**config.mk**
```make
export PLATFORM = sky130hd
export DESIGN_NAME = sorted_cursor_list_with_free_list
export DESIGN_NICKNAME = d
export VERILOG_FILES = /design/src/sv/scl_pkg.sv /design/src/sv/sorted_cursor_list_with_free_list.sv /design/src/sv/scl_node_mem.sv /design/src/sv/scl_ctrl.sv
export SDC_FILE = /design/constraint.sdc
export NUM_CORES = 1
export LEC_CHECK = 0
export CORE_MARGIN = 5
export CORE_UTILIZATION = 45
export DETAILED_ROUTE_END_ITERATION = 12
export DONT_BUFFER_PORTS = 1
export PLACE_DENSITY_LB_ADDON = 0.08
export SLEW_MARGIN = 20
export SYNTH_ARGS = -nofsm -noshare
export SYNTH_HDL_FRONTEND = slang
export SYNTH_SLANG_ARGS = --single-unit
```
**constraint.sdc**
```tcl
create_clock -name clk -period 16.6 [get_ports clk]
set_clock_uncertainty 0.2 [all_clocks]
set_input_delay 3.32 -clock clk [delete_from_list [all_inputs] [get_ports clk]]
set_output_delay 3.32 -clock clk [all_outputs]
set_load 0.005 [all_outputs]
```
**src/sv/scl_pkg.sv**
```systemverilog
// scl_pkg: shared constants, operation and status codes, and the node store command type
// for the sorted cursor list block; used by scl_node_mem, scl_ctrl and the top level.
// depends on nothing.
package scl_pkg;

  localparam int unsigned DEF_NODES      = 16;
  localparam int unsigned DEF_DATA_WIDTH = 32;

  localparam int unsigned FUNC_W   = 3;
  localparam int unsigned STATUS_W = 2;
  localparam int unsigned VALUE_W  = 32;

  localparam logic [FUNC_W-1:0] FN_INS_HEAD = 3'd0;
  localparam logic [FUNC_W-1:0] FN_INS_TAIL = 3'd1;
  localparam logic [FUNC_W-1:0] FN_INS_SORT = 3'd2;
  localparam logic [FUNC_W-1:0] FN_DEL_HEAD = 3'd3;
  localparam logic [FUNC_W-1:0] FN_DEL_TAIL = 3'd4;
  localparam logic [FUNC_W-1:0] FN_DUMP     = 3'd5;

  localparam logic [STATUS_W-1:0] ST_OK    = 2'd0;
  localparam logic [STATUS_W-1:0] ST_FULL  = 2'd1;
  localparam logic [STATUS_W-1:0] ST_EMPTY = 2'd2;

  typedef struct packed {
    logic rd_en;
    logic wr_next_en;
    logic wr_val_en;
  } mem_cmd_t;

endpackage

```
**src/sv/sorted_cursor_list_with_free_list.sv**
```systemverilog
// Sorted cursor list with free list, top level: stream ports, sequencer and node store.
// An insert first takes a node from the free list. A head insert, or any insert into an
// empty list, then links it in at once; a tail or sorted insert walks the list first. A
// refused insert, or a delete or dump on an empty list, goes straight to its result.
// Unused codes are taken without a result. Walks visit up to NODES nodes, one per cycle
// while a dump is not held by back-pressure, because the node store has a single read
// port. Back-pressure on the result side stalls the block while a result waits. One
// operation is in flight at a time. A result waits in the output register while the next
// item is taken. Values are kept as DATA_WIDTH-bit two's complement numbers, and the
// sorted insert compares them signed.
// depends on scl_pkg, scl_node_mem and scl_ctrl.
module sorted_cursor_list_with_free_list
  import scl_pkg::*;
#(
  parameter int unsigned NODES      = DEF_NODES,
  parameter int unsigned DATA_WIDTH = DEF_DATA_WIDTH
) (
  input  logic                 clk,
  input  logic                 rst_n,
  input  logic                 in_tvalid,
  output logic                 in_tready,
  input  logic [VALUE_W-1:0]   in_tdata,   // data
  input  logic [FUNC_W-1:0]    in_tuser,   // func
  output logic                 out_tvalid,
  input  logic                 out_tready,
  output logic [VALUE_W-1:0]   out_tdata,  // value
  output logic [STATUS_W-1:0]  out_tuser,  // status
  output logic                 out_tlast
);

  localparam int unsigned AW = $clog2(NODES);
  localparam int unsigned IW = $clog2(NODES + 1);

  mem_cmd_t              mem_cmd;
  logic [AW-1:0]         rd_addr;
  logic [AW-1:0]         wr_addr;
  logic [IW-1:0]         wr_next;
  logic [DATA_WIDTH-1:0] wr_val;
  logic [IW-1:0]         rd_next;
  logic [DATA_WIDTH-1:0] rd_val;

  scl_ctrl #(
    .NODES      (NODES),
    .DATA_WIDTH (DATA_WIDTH)
  ) u_ctrl (
    .clk        (clk),
    .rst_n      (rst_n),
    .in_valid   (in_tvalid),
    .in_ready   (in_tready),
    .in_data    (in_tdata),
    .in_func    (in_tuser),
    .out_valid  (out_tvalid),
    .out_ready  (out_tready),
    .out_status (out_tuser),
    .out_value  (out_tdata),
    .out_last   (out_tlast),
    .mem_cmd    (mem_cmd),
    .rd_addr    (rd_addr),
    .wr_addr    (wr_addr),
    .wr_next    (wr_next),
    .wr_val     (wr_val),
    .rd_next    (rd_next),
    .rd_val     (rd_val)
  );

  scl_node_mem #(
    .NODES      (NODES),
    .DATA_WIDTH (DATA_WIDTH)
  ) u_node_mem (
    .clk     (clk),
    .rst_n   (rst_n),
    .cmd     (mem_cmd),
    .rd_addr (rd_addr),
    .wr_addr (wr_addr),
    .wr_next (wr_next),
    .wr_val  (wr_val),
    .rd_next (rd_next),
    .rd_val  (rd_val)
  );

endmodule

```
**src/sv/scl_node_mem.sv**
```systemverilog
// scl_node_mem: node store with a link memory and a value memory, one read and one write
// port each, registered read data; link entries read as i+1 until first written.
// depends on scl_pkg.
module scl_node_mem
  import scl_pkg::*;
#(
  parameter int unsigned NODES      = DEF_NODES,
  parameter int unsigned DATA_WIDTH = DEF_DATA_WIDTH
) (
  input  logic                              clk,
  input  logic                              rst_n,
  input  mem_cmd_t                          cmd,
  input  logic [$clog2(NODES)-1:0]          rd_addr,
  input  logic [$clog2(NODES)-1:0]          wr_addr,
  input  logic [$clog2(NODES+1)-1:0]        wr_next,
  input  logic [DATA_WIDTH-1:0]             wr_val,
  output logic [$clog2(NODES+1)-1:0]        rd_next,
  output logic [DATA_WIDTH-1:0]             rd_val
);

  localparam int unsigned AW = $clog2(NODES);
  localparam int unsigned IW = $clog2(NODES + 1);

  logic [IW-1:0]         next_mem [NODES];
  logic [DATA_WIDTH-1:0] val_mem  [NODES];
  logic [NODES-1:0]      vld_r;

  logic [IW-1:0]         rd_next_q;
  logic [DATA_WIDTH-1:0] rd_val_q;
  logic [AW-1:0]         rd_addr_q;
  logic                  rd_vld_q;

  // written flags for the link memory
  always_ff @(posedge clk) begin
    if (!rst_n) begin
      vld_r <= '0;
    end else if (cmd.wr_next_en) begin
      vld_r[wr_addr] <= 1'b1;
    end
  end

  always_ff @(posedge clk) begin
    if (cmd.wr_next_en) begin
      next_mem[wr_addr] <= wr_next;
    end
    if (cmd.wr_val_en) begin
      val_mem[wr_addr] <= wr_val;
    end
    if (cmd.rd_en) begin
      rd_next_q <= next_mem[rd_addr];
      rd_val_q  <= val_mem[rd_addr];
      rd_vld_q  <= vld_r[rd_addr];
      rd_addr_q <= rd_addr;
    end
  end

  assign rd_next = rd_vld_q ? rd_next_q : (IW'(rd_addr_q) + IW'(1));
  assign rd_val  = rd_val_q;

endmodule

```
**src/sv/scl_ctrl.sv**
```systemverilog
// scl_ctrl: operation sequencer, list and free list head registers, and result register
// for the sorted cursor list block; drives the node store with at most one read and one write per cycle.
// depends on scl_pkg.
module scl_ctrl
  import scl_pkg::*;
#(
  parameter int unsigned NODES      = DEF_NODES,
  parameter int unsigned DATA_WIDTH = DEF_DATA_WIDTH
) (
  input  logic                              clk,
  input  logic                              rst_n,
  input  logic                              in_valid,
  output logic                              in_ready,
  input  logic [VALUE_W-1:0]                in_data,
  input  logic [FUNC_W-1:0]                 in_func,
  output logic                              out_valid,
  input  logic                              out_ready,
  output logic [STATUS_W-1:0]               out_status,
  output logic [VALUE_W-1:0]                out_value,
  output logic                              out_last,
  output mem_cmd_t                          mem_cmd,
  output logic [$clog2(NODES)-1:0]          rd_addr,
  output logic [$clog2(NODES)-1:0]          wr_addr,
  output logic [$clog2(NODES+1)-1:0]        wr_next,
  output logic [DATA_WIDTH-1:0]             wr_val,
  input  logic [$clog2(NODES+1)-1:0]        rd_next,
  input  logic [DATA_WIDTH-1:0]             rd_val
);

  localparam int unsigned AW = $clog2(NODES);
  localparam int unsigned IW = $clog2(NODES + 1);
  localparam logic [IW-1:0] NIL = IW'(NODES);

  localparam logic [3:0] S_IDLE  = 4'd0;
  localparam logic [3:0] S_TAKE  = 4'd1;
  localparam logic [3:0] S_WALK  = 4'd2;
  localparam logic [3:0] S_LINK  = 4'd3;
  localparam logic [3:0] S_LINK2 = 4'd4;
  localparam logic [3:0] S_DELH  = 4'd5;
  localparam logic [3:0] S_DTAIL = 4'd6;
  localparam logic [3:0] S_FREE  = 4'd7;
  localparam logic [3:0] S_DUMP  = 4'd8;
  localparam logic [3:0] S_RESP  = 4'd9;

  logic [3:0]            state_r, state_nxt;
  logic [IW-1:0]         list_head_r, list_head_nxt;
  logic [IW-1:0]         free_head_r, free_head_nxt;
  logic [FUNC_W-1:0]     func_r, func_nxt;
  logic [DATA_WIDTH-1:0] data_r, data_nxt;
  logic [IW-1:0]         new_r, new_nxt;
  logic [IW-1:0]         cur_r, cur_nxt;
  logic [IW-1:0]         prev_r, prev_nxt;
  logic [STATUS_W-1:0]   status_r, status_nxt;
  logic [VALUE_W-1:0]    res_value_r, res_value_nxt;

  logic                  out_valid_r;
  logic [STATUS_W-1:0]   out_status_r;
  logic [VALUE_W-1:0]    out_value_r;
  logic                  out_last_r;

  logic                  out_free;
  logic                  accept;
  logic                  go_on;
  logic                  emit;
  logic [STATUS_W-1:0]   emit_status;
  logic [VALUE_W-1:0]    emit_value;
  logic                  emit_last;

  assign out_free = !out_valid_r || out_ready;
  assign in_ready = (state_r == S_IDLE);
  assign accept   = in_valid && in_ready;
  assign go_on    = (func_r == FN_INS_TAIL) || ($signed(rd_val) < $signed(data_r));

  always_comb begin
    state_nxt     = state_r;
    list_head_nxt = list_head_r;
    free_head_nxt = free_head_r;
    func_nxt      = func_r;
    data_nxt      = data_r;
    new_nxt       = new_r;
    cur_nxt       = cur_r;
    prev_nxt      = prev_r;
    status_nxt    = status_r;
    res_value_nxt = res_value_r;
    mem_cmd       = '0;
    rd_addr       = cur_r[AW-1:0];
    wr_addr       = new_r[AW-1:0];
    wr_next       = NIL;
    wr_val        = data_r;
    emit          = 1'b0;
    emit_status   = status_r;
    emit_value    = res_value_r;
    emit_last     = 1'b1;

    unique case (state_r)
      S_IDLE: begin
        if (accept) begin
          func_nxt      = in_func;
          data_nxt      = DATA_WIDTH'(in_data);
          status_nxt    = ST_OK;
          res_value_nxt = '0;
          if (in_func == FN_INS_HEAD || in_func == FN_INS_TAIL ||
              in_func == FN_INS_SORT) begin
            if (free_head_r == NIL) begin
              status_nxt = ST_FULL;
              state_nxt  = S_RESP;
            end else begin
              new_nxt        = free_head_r;
              mem_cmd.rd_en  = 1'b1;
              rd_addr        = free_head_r[AW-1:0];
              state_nxt      = S_TAKE;
            end
          end else if (in_func == FN_DEL_HEAD || in_func == FN_DEL_TAIL ||
                       in_func == FN_DUMP) begin
            if (list_head_r == NIL) begin
              status_nxt = ST_EMPTY;
              state_nxt  = S_RESP;
            end else begin
              cur_nxt       = list_head_r;
              prev_nxt      = NIL;
              mem_cmd.rd_en = 1'b1;
              rd_addr       = list_head_r[AW-1:0];
              if (in_func == FN_DEL_HEAD) begin
                state_nxt = S_DELH;
              end else if (in_func == FN_DEL_TAIL) begin
                state_nxt = S_DTAIL;
              end else begin
                state_nxt = S_DUMP;
              end
            end
          end
        end
      end
      S_TAKE: begin
        // unlink the new node from the free list, store its value, and link it in or start the walk
        free_head_nxt     = rd_next;
        mem_cmd.wr_val_en = 1'b1;
        if (func_r == FN_INS_HEAD || list_head_r == NIL) begin
          mem_cmd.wr_next_en = 1'b1;
          wr_next            = list_head_r;
          list_head_nxt      = new_r;
          state_nxt          = S_RESP;
        end else begin
          cur_nxt       = list_head_r;
          prev_nxt      = NIL;
          mem_cmd.rd_en = 1'b1;
          rd_addr       = list_head_r[AW-1:0];
          state_nxt     = S_WALK;
        end
      end
      S_WALK: begin
        if (go_on) begin
          prev_nxt = cur_r;
          cur_nxt  = rd_next;
          if (rd_next != NIL) begin
            mem_cmd.rd_en = 1'b1;
            rd_addr       = rd_next[AW-1:0];
          end else begin
            state_nxt = S_LINK;
          end
        end else begin
          state_nxt = S_LINK;
        end
      end
      S_LINK: begin
        mem_cmd.wr_next_en = 1'b1;
        wr_next            = cur_r;
        if (prev_r == NIL) begin
          list_head_nxt = new_r;
          state_nxt     = S_RESP;
        end else begin
          state_nxt = S_LINK2;
        end
      end
      S_LINK2: begin
        mem_cmd.wr_next_en = 1'b1;
        wr_addr            = prev_r[AW-1:0];
        wr_next            = new_r;
        state_nxt          = S_RESP;
      end
      S_DELH: begin
        list_head_nxt      = rd_next;
        res_value_nxt      = VALUE_W'(rd_val);
        mem_cmd.wr_next_en = 1'b1;
        wr_addr            = cur_r[AW-1:0];
        wr_next            = free_head_r;
        free_head_nxt      = cur_r;
        state_nxt          = S_RESP;
      end
      S_DTAIL: begin
        if (rd_next != NIL) begin
          prev_nxt      = cur_r;
          cur_nxt       = rd_next;
          mem_cmd.rd_en = 1'b1;
          rd_addr       = rd_next[AW-1:0];
        end else begin
          res_value_nxt      = VALUE_W'(rd_val);
          mem_cmd.wr_next_en = 1'b1;
          if (prev_r == NIL) begin
            list_head_nxt = NIL;
            wr_addr       = cur_r[AW-1:0];
            wr_next       = free_head_r;
            free_head_nxt = cur_r;
            state_nxt     = S_RESP;
          end else begin
            wr_addr   = prev_r[AW-1:0];
            wr_next   = NIL;
            state_nxt = S_FREE;
          end
        end
      end
      S_FREE: begin
        mem_cmd.wr_next_en = 1'b1;
        wr_addr            = cur_r[AW-1:0];
        wr_next            = free_head_r;
        free_head_nxt      = cur_r;
        state_nxt          = S_RESP;
      end
      S_DUMP: begin
        if (out_free) begin
          emit        = 1'b1;
          emit_status = ST_OK;
          emit_value  = VALUE_W'(rd_val);
          emit_last   = (rd_next == NIL);
          if (rd_next != NIL) begin
            cur_nxt       = rd_next;
            mem_cmd.rd_en = 1'b1;
            rd_addr       = rd_next[AW-1:0];
          end else begin
            state_nxt = S_IDLE;
          end
        end
      end
      S_RESP: begin
        if (out_free) begin
          emit      = 1'b1;
          state_nxt = S_IDLE;
        end
      end
      default: begin
        state_nxt = S_IDLE;
      end
    endcase
  end

  always_ff @(posedge clk) begin
    if (!rst_n) begin
      state_r     <= S_IDLE;
      list_head_r <= NIL;
      free_head_r <= '0;
      out_valid_r <= 1'b0;
    end else begin
      state_r     <= state_nxt;
      list_head_r <= list_head_nxt;
      free_head_r <= free_head_nxt;
      if (emit) begin
        out_valid_r <= 1'b1;
      end else if (out_ready) begin
        out_valid_r <= 1'b0;
      end
    end
  end

  always_ff @(posedge clk) begin
    func_r      <= func_nxt;
    data_r      <= data_nxt;
    new_r       <= new_nxt;
    cur_r       <= cur_nxt;
    prev_r      <= prev_nxt;
    status_r    <= status_nxt;
    res_value_r <= res_value_nxt;
    if (emit) begin
      out_status_r <= emit_status;
      out_value_r  <= emit_value;
      out_last_r   <= emit_last;
    end
  end

  assign out_valid  = out_valid_r;
  assign out_status = out_status_r;
  assign out_value  = out_value_r;
  assign out_last   = out_last_r;

`ifndef SYNTHESIS
  a_no_link_collision: assert property (@(posedge clk) disable iff (!rst_n)
    !(mem_cmd.rd_en && mem_cmd.wr_next_en && rd_addr == wr_addr))
    else $error("link memory read and write hit the same entry");

  a_heads_disjoint: assert property (@(posedge clk) disable iff (!rst_n)
    (list_head_r != free_head_r) || (list_head_r == NIL))
    else $error("list head and free head point at the same node");

  a_heads_in_range: assert property (@(posedge clk) disable iff (!rst_n)
    (list_head_r <= NIL) && (free_head_r <= NIL))
    else $error("head pointer out of range");

  a_dump_stall_holds: assert property (@(posedge clk) disable iff (!rst_n)
    (state_r == S_DUMP && !out_free) |=> (state_r == S_DUMP) && $stable(cur_r))
    else $error("dump walk moved while the result register was full");
`endif

endmodule

```
==> results_dict.tcl <==
set metrics [dict create \
    synthTopCellsByArea "edfxtp_1 (71%), nand2_1 (5.7%), a21oi_1 (4.9%)" \
    rsz0062_at_grt "no" \
    seqCellArea_sq_um 23200 \
    cts_tree "done" \
    wirelength_um 85600 \
    yosysWarnings 0 \
    final_nets 2391 \
    syn_nets 2405 \
    cp.arrival_ns 7.97 \
    vias 19500 \
    vias_per_cell 5.85 \
    cts-htree-levels 3 \
    fill_cells 6049 \
    die_w_um 276 \
    crit_path_end_kind "register" \
    critPathMaxFanout 109 \
    grt_pass1_wl_um 126000 \
    row_count 97 \
    hold_viol 0 \
    p_per_area_nw_per_um2 225 \
    worstSkewPairLatency_ns 0.64 \
    drt_iter0_markers 1925 \
    critical_path_buf_inv_count 4 \
    num_io_pins 76 \
    ys_seq_elements 784 \
    min_path_type "reg2reg" \
    core_sq_um 70100 \
    yosys.area.top_type "edfxtp_1" \
    synthFlopType "edfxtp_1" \
    die_area_sq_um 76200 \
    drive_above_1_share_pct 9.59 \
    min_period_ns 7.67 \
    synth-seq-area-share_pct 73.0 \
    start_util_pct 45.4 \
    path_class "in2reg" \
    final_cell_mix "edfxtp_1 (753), nand2_1 (484), a21oi_1 (313), clkbuf_16 (87), nor2_1 (64)" \
    area_growth_pct 12.1 \
    power_mw 8.02 \
    grt_usage_pct 22.4 \
    ant_nets 0 \
    clock_path_buffers 3 \
    start_kind "primary input" \
    cp_slowest_cell "buf_4" \
    slew_headroom_pct 23.8 \
    layout_commonest_cell "edfxtp_1" \
    status "finished clean" \
    max_clock_freq_mhz 130 \
    die_h_um 276 \
    cts.clk_slew.worst_paths_ns 0.06 \
    min_period_over_period_pct 46.2 \
    drc 0 \
    crit_chain "nor2b_1 -> nor3_2 -> buf_4 -> a21oi_1 -> o21a_4 -> inv_8 -> buf_4 -> buf_4 -> nand2_1 -> a22oi_1 -> a32o_1 -> a311o_1" \
    clock-sinks 784 \
    grt_antenna_before_repair 1 \
    grt_overflow 0 \
    first_pass_iters 6 \
    grt_max_degree 172 \
    max_cap_violations 0 \
    critical-path-max-stage-delay_ns 0.88 \
    p_leak_nw 11.9 \
    setup_viol 0 \
    cp_top_family "buffers and inverters" \
    place_congestion 0.847 \
    postCtsSetupBuffers 0 \
    netlist_area_sq_um 31800 \
    ys_types 59 \
    postCtsResizedCells 0 \
    ir_worst_vdd_uv 444 \
    root_buffer "clkbuf_16" \
    hpwl_um 45000 \
    cts_hold_buf 0 \
    synthArstFlopShare_pct 0 \
    cts_buffers 86 \
    syn_area_per_cell_sq_um 13.6 \
    cp.required_ns 16.89 \
    grt_pass1_vias 19100 \
    synth_top_area_share_pct 71.0 \
    cpMostUsedCell "buf_4" \
    drv_slew 0 \
    worstMarginPinSlew_ns 1.14 \
    ff2ff_setup_slack_ns 9.48 \
    n_antenna_cell 0 \
    routedWlPerCell_um 25.7 \
    synth_edf_count 753 \
    synth_cells 2334 \
    multiInputGateArea_sq_um 8040 \
    finalSetupTns_ns 0 \
    io_buffers 0 \
]
stage by stage:
step | setup WS [ns] | util [%] | area (sq um) | hold slack [ns] | std cells
after floorplan | 8.66 | - | 31800 | 0.240 | 2334
after global placement | 8.43 | 46.9 | 32900 | 0.248 | 3172
after detailed placement | 8.32 | 46.9 | 32900 | 0.258 | 3172
after CTS | 9.02 | 50.9 | 35700 | 0.270 | 3329
after global routing | 8.65 | 50.9 | 35700 | 0.279 | 3329
final | 8.93 | 50.9 | 35700 | 0.268 | 3329
worst reg2reg max path: cells and delay by family (launching register included):
family | cells | cell delay [ns]
adder cells (fa/ha/maj) | 1 | 0.32
AND/OR/NAND/NOR | 3 | 1.17
multiplexers | 1 | 0.29
buffers and inverters | 3 | 1.80
AO/OA/AOI/OAI | 6 | 2.31
flip-flops | 1 | 0.76
logic make-up after synthesis:
logic type / synth area share [%]
flops: 73.0
compound gates: 12.3
buf+inv: 2.34
simple gates: 8.54
xor+xnor: 0.0826
fa+ha+maj: 1.26
mux: 2.53
synthesized netlist by cell type, types with 7 or more instances:
| cell | number |
|---|---|
| a21oi_1 | 314 |
| a221oi_1 | 41 |
| a22oi_1 | 53 |
| a311o_1 | 38 |
| a31oi_1 | 8 |
| a32o_1 | 39 |
| and2_1 | 38 |
| buf_1 | 16 |
| buf_2 | 34 |
| clkbuf_1 | 87 |
| dfxtp_1 | 31 |
| edfxtp_1 | 753 |
| ha_1 | 32 |
| inv_1 | 44 |
| mux2_2 | 36 |
| mux2i_1 | 40 |
| nand2_1 | 484 |
| nor2_1 | 81 |
| nor2b_1 | 11 |
| nor3_1 | 14 |
| o211a_1 | 7 |
| o21a_1 | 23 |
| o21ai_0 | 29 |
final timing paths:
kind,start,endpoint,cells past startpoint
min,u_node_mem.vld_r[9],u_node_mem.vld_r[9],1
min reg2reg,u_node_mem.vld_r[9],u_node_mem.vld_r[9],1
max reg2reg,u_ctrl.wr_val[30],u_node_mem.rd_next_q[1],14
max,out_tready,u_node_mem.rd_val[7],12
routing by layer:
layer	part of all wire [%]	GRT usage, %	routed length [um]	vias up
li1	-	-	-	8786
met1	44	31.9	37600	9907
met3	6.3	4.04	5420	133
met2	47	36.0	40500	657
met4	2.4	5.80	2020	0
met5	0	0	0	-
sequential cells by signal, indices dropped and copies added, names as in the netlist, 5 cells and up:
signal	cells
u_ctrl.wr_val	32
u_node_mem.val_mem	512
u_ctrl.new_r	5
u_node_mem.next_mem	80
u_node_mem.rd_val	32
u_ctrl.out_value	32
u_ctrl.res_value_r	32
u_node_mem.vld_r	16
u_node_mem.rd_next_q	5
u_ctrl.free_head_r	5
u_ctrl.prev_r	5
u_ctrl.list_head_r	5
u_ctrl.cur_r	5
power breakdown:
| group | internal, mW | switching [mW] |
|---|---|---|
| Sequential | 2.60 | 0.207 |
| Clock | 1.10 | 0.777 |
| Combinational | 1.06 | 2.28 |
final cells by class:
type / instances / share of cell area, %
inverter: 46 / 0.519
tap: 940 / 3.29
multi-input combinational: 1365 / 22.5
clock inverter: 54 / 1.51
timing repair buffer: 37 / 0.813
clock buffer: 103 / 6.27
sequential: 784 / 65.1
Power figures use the tool's default switching activity.
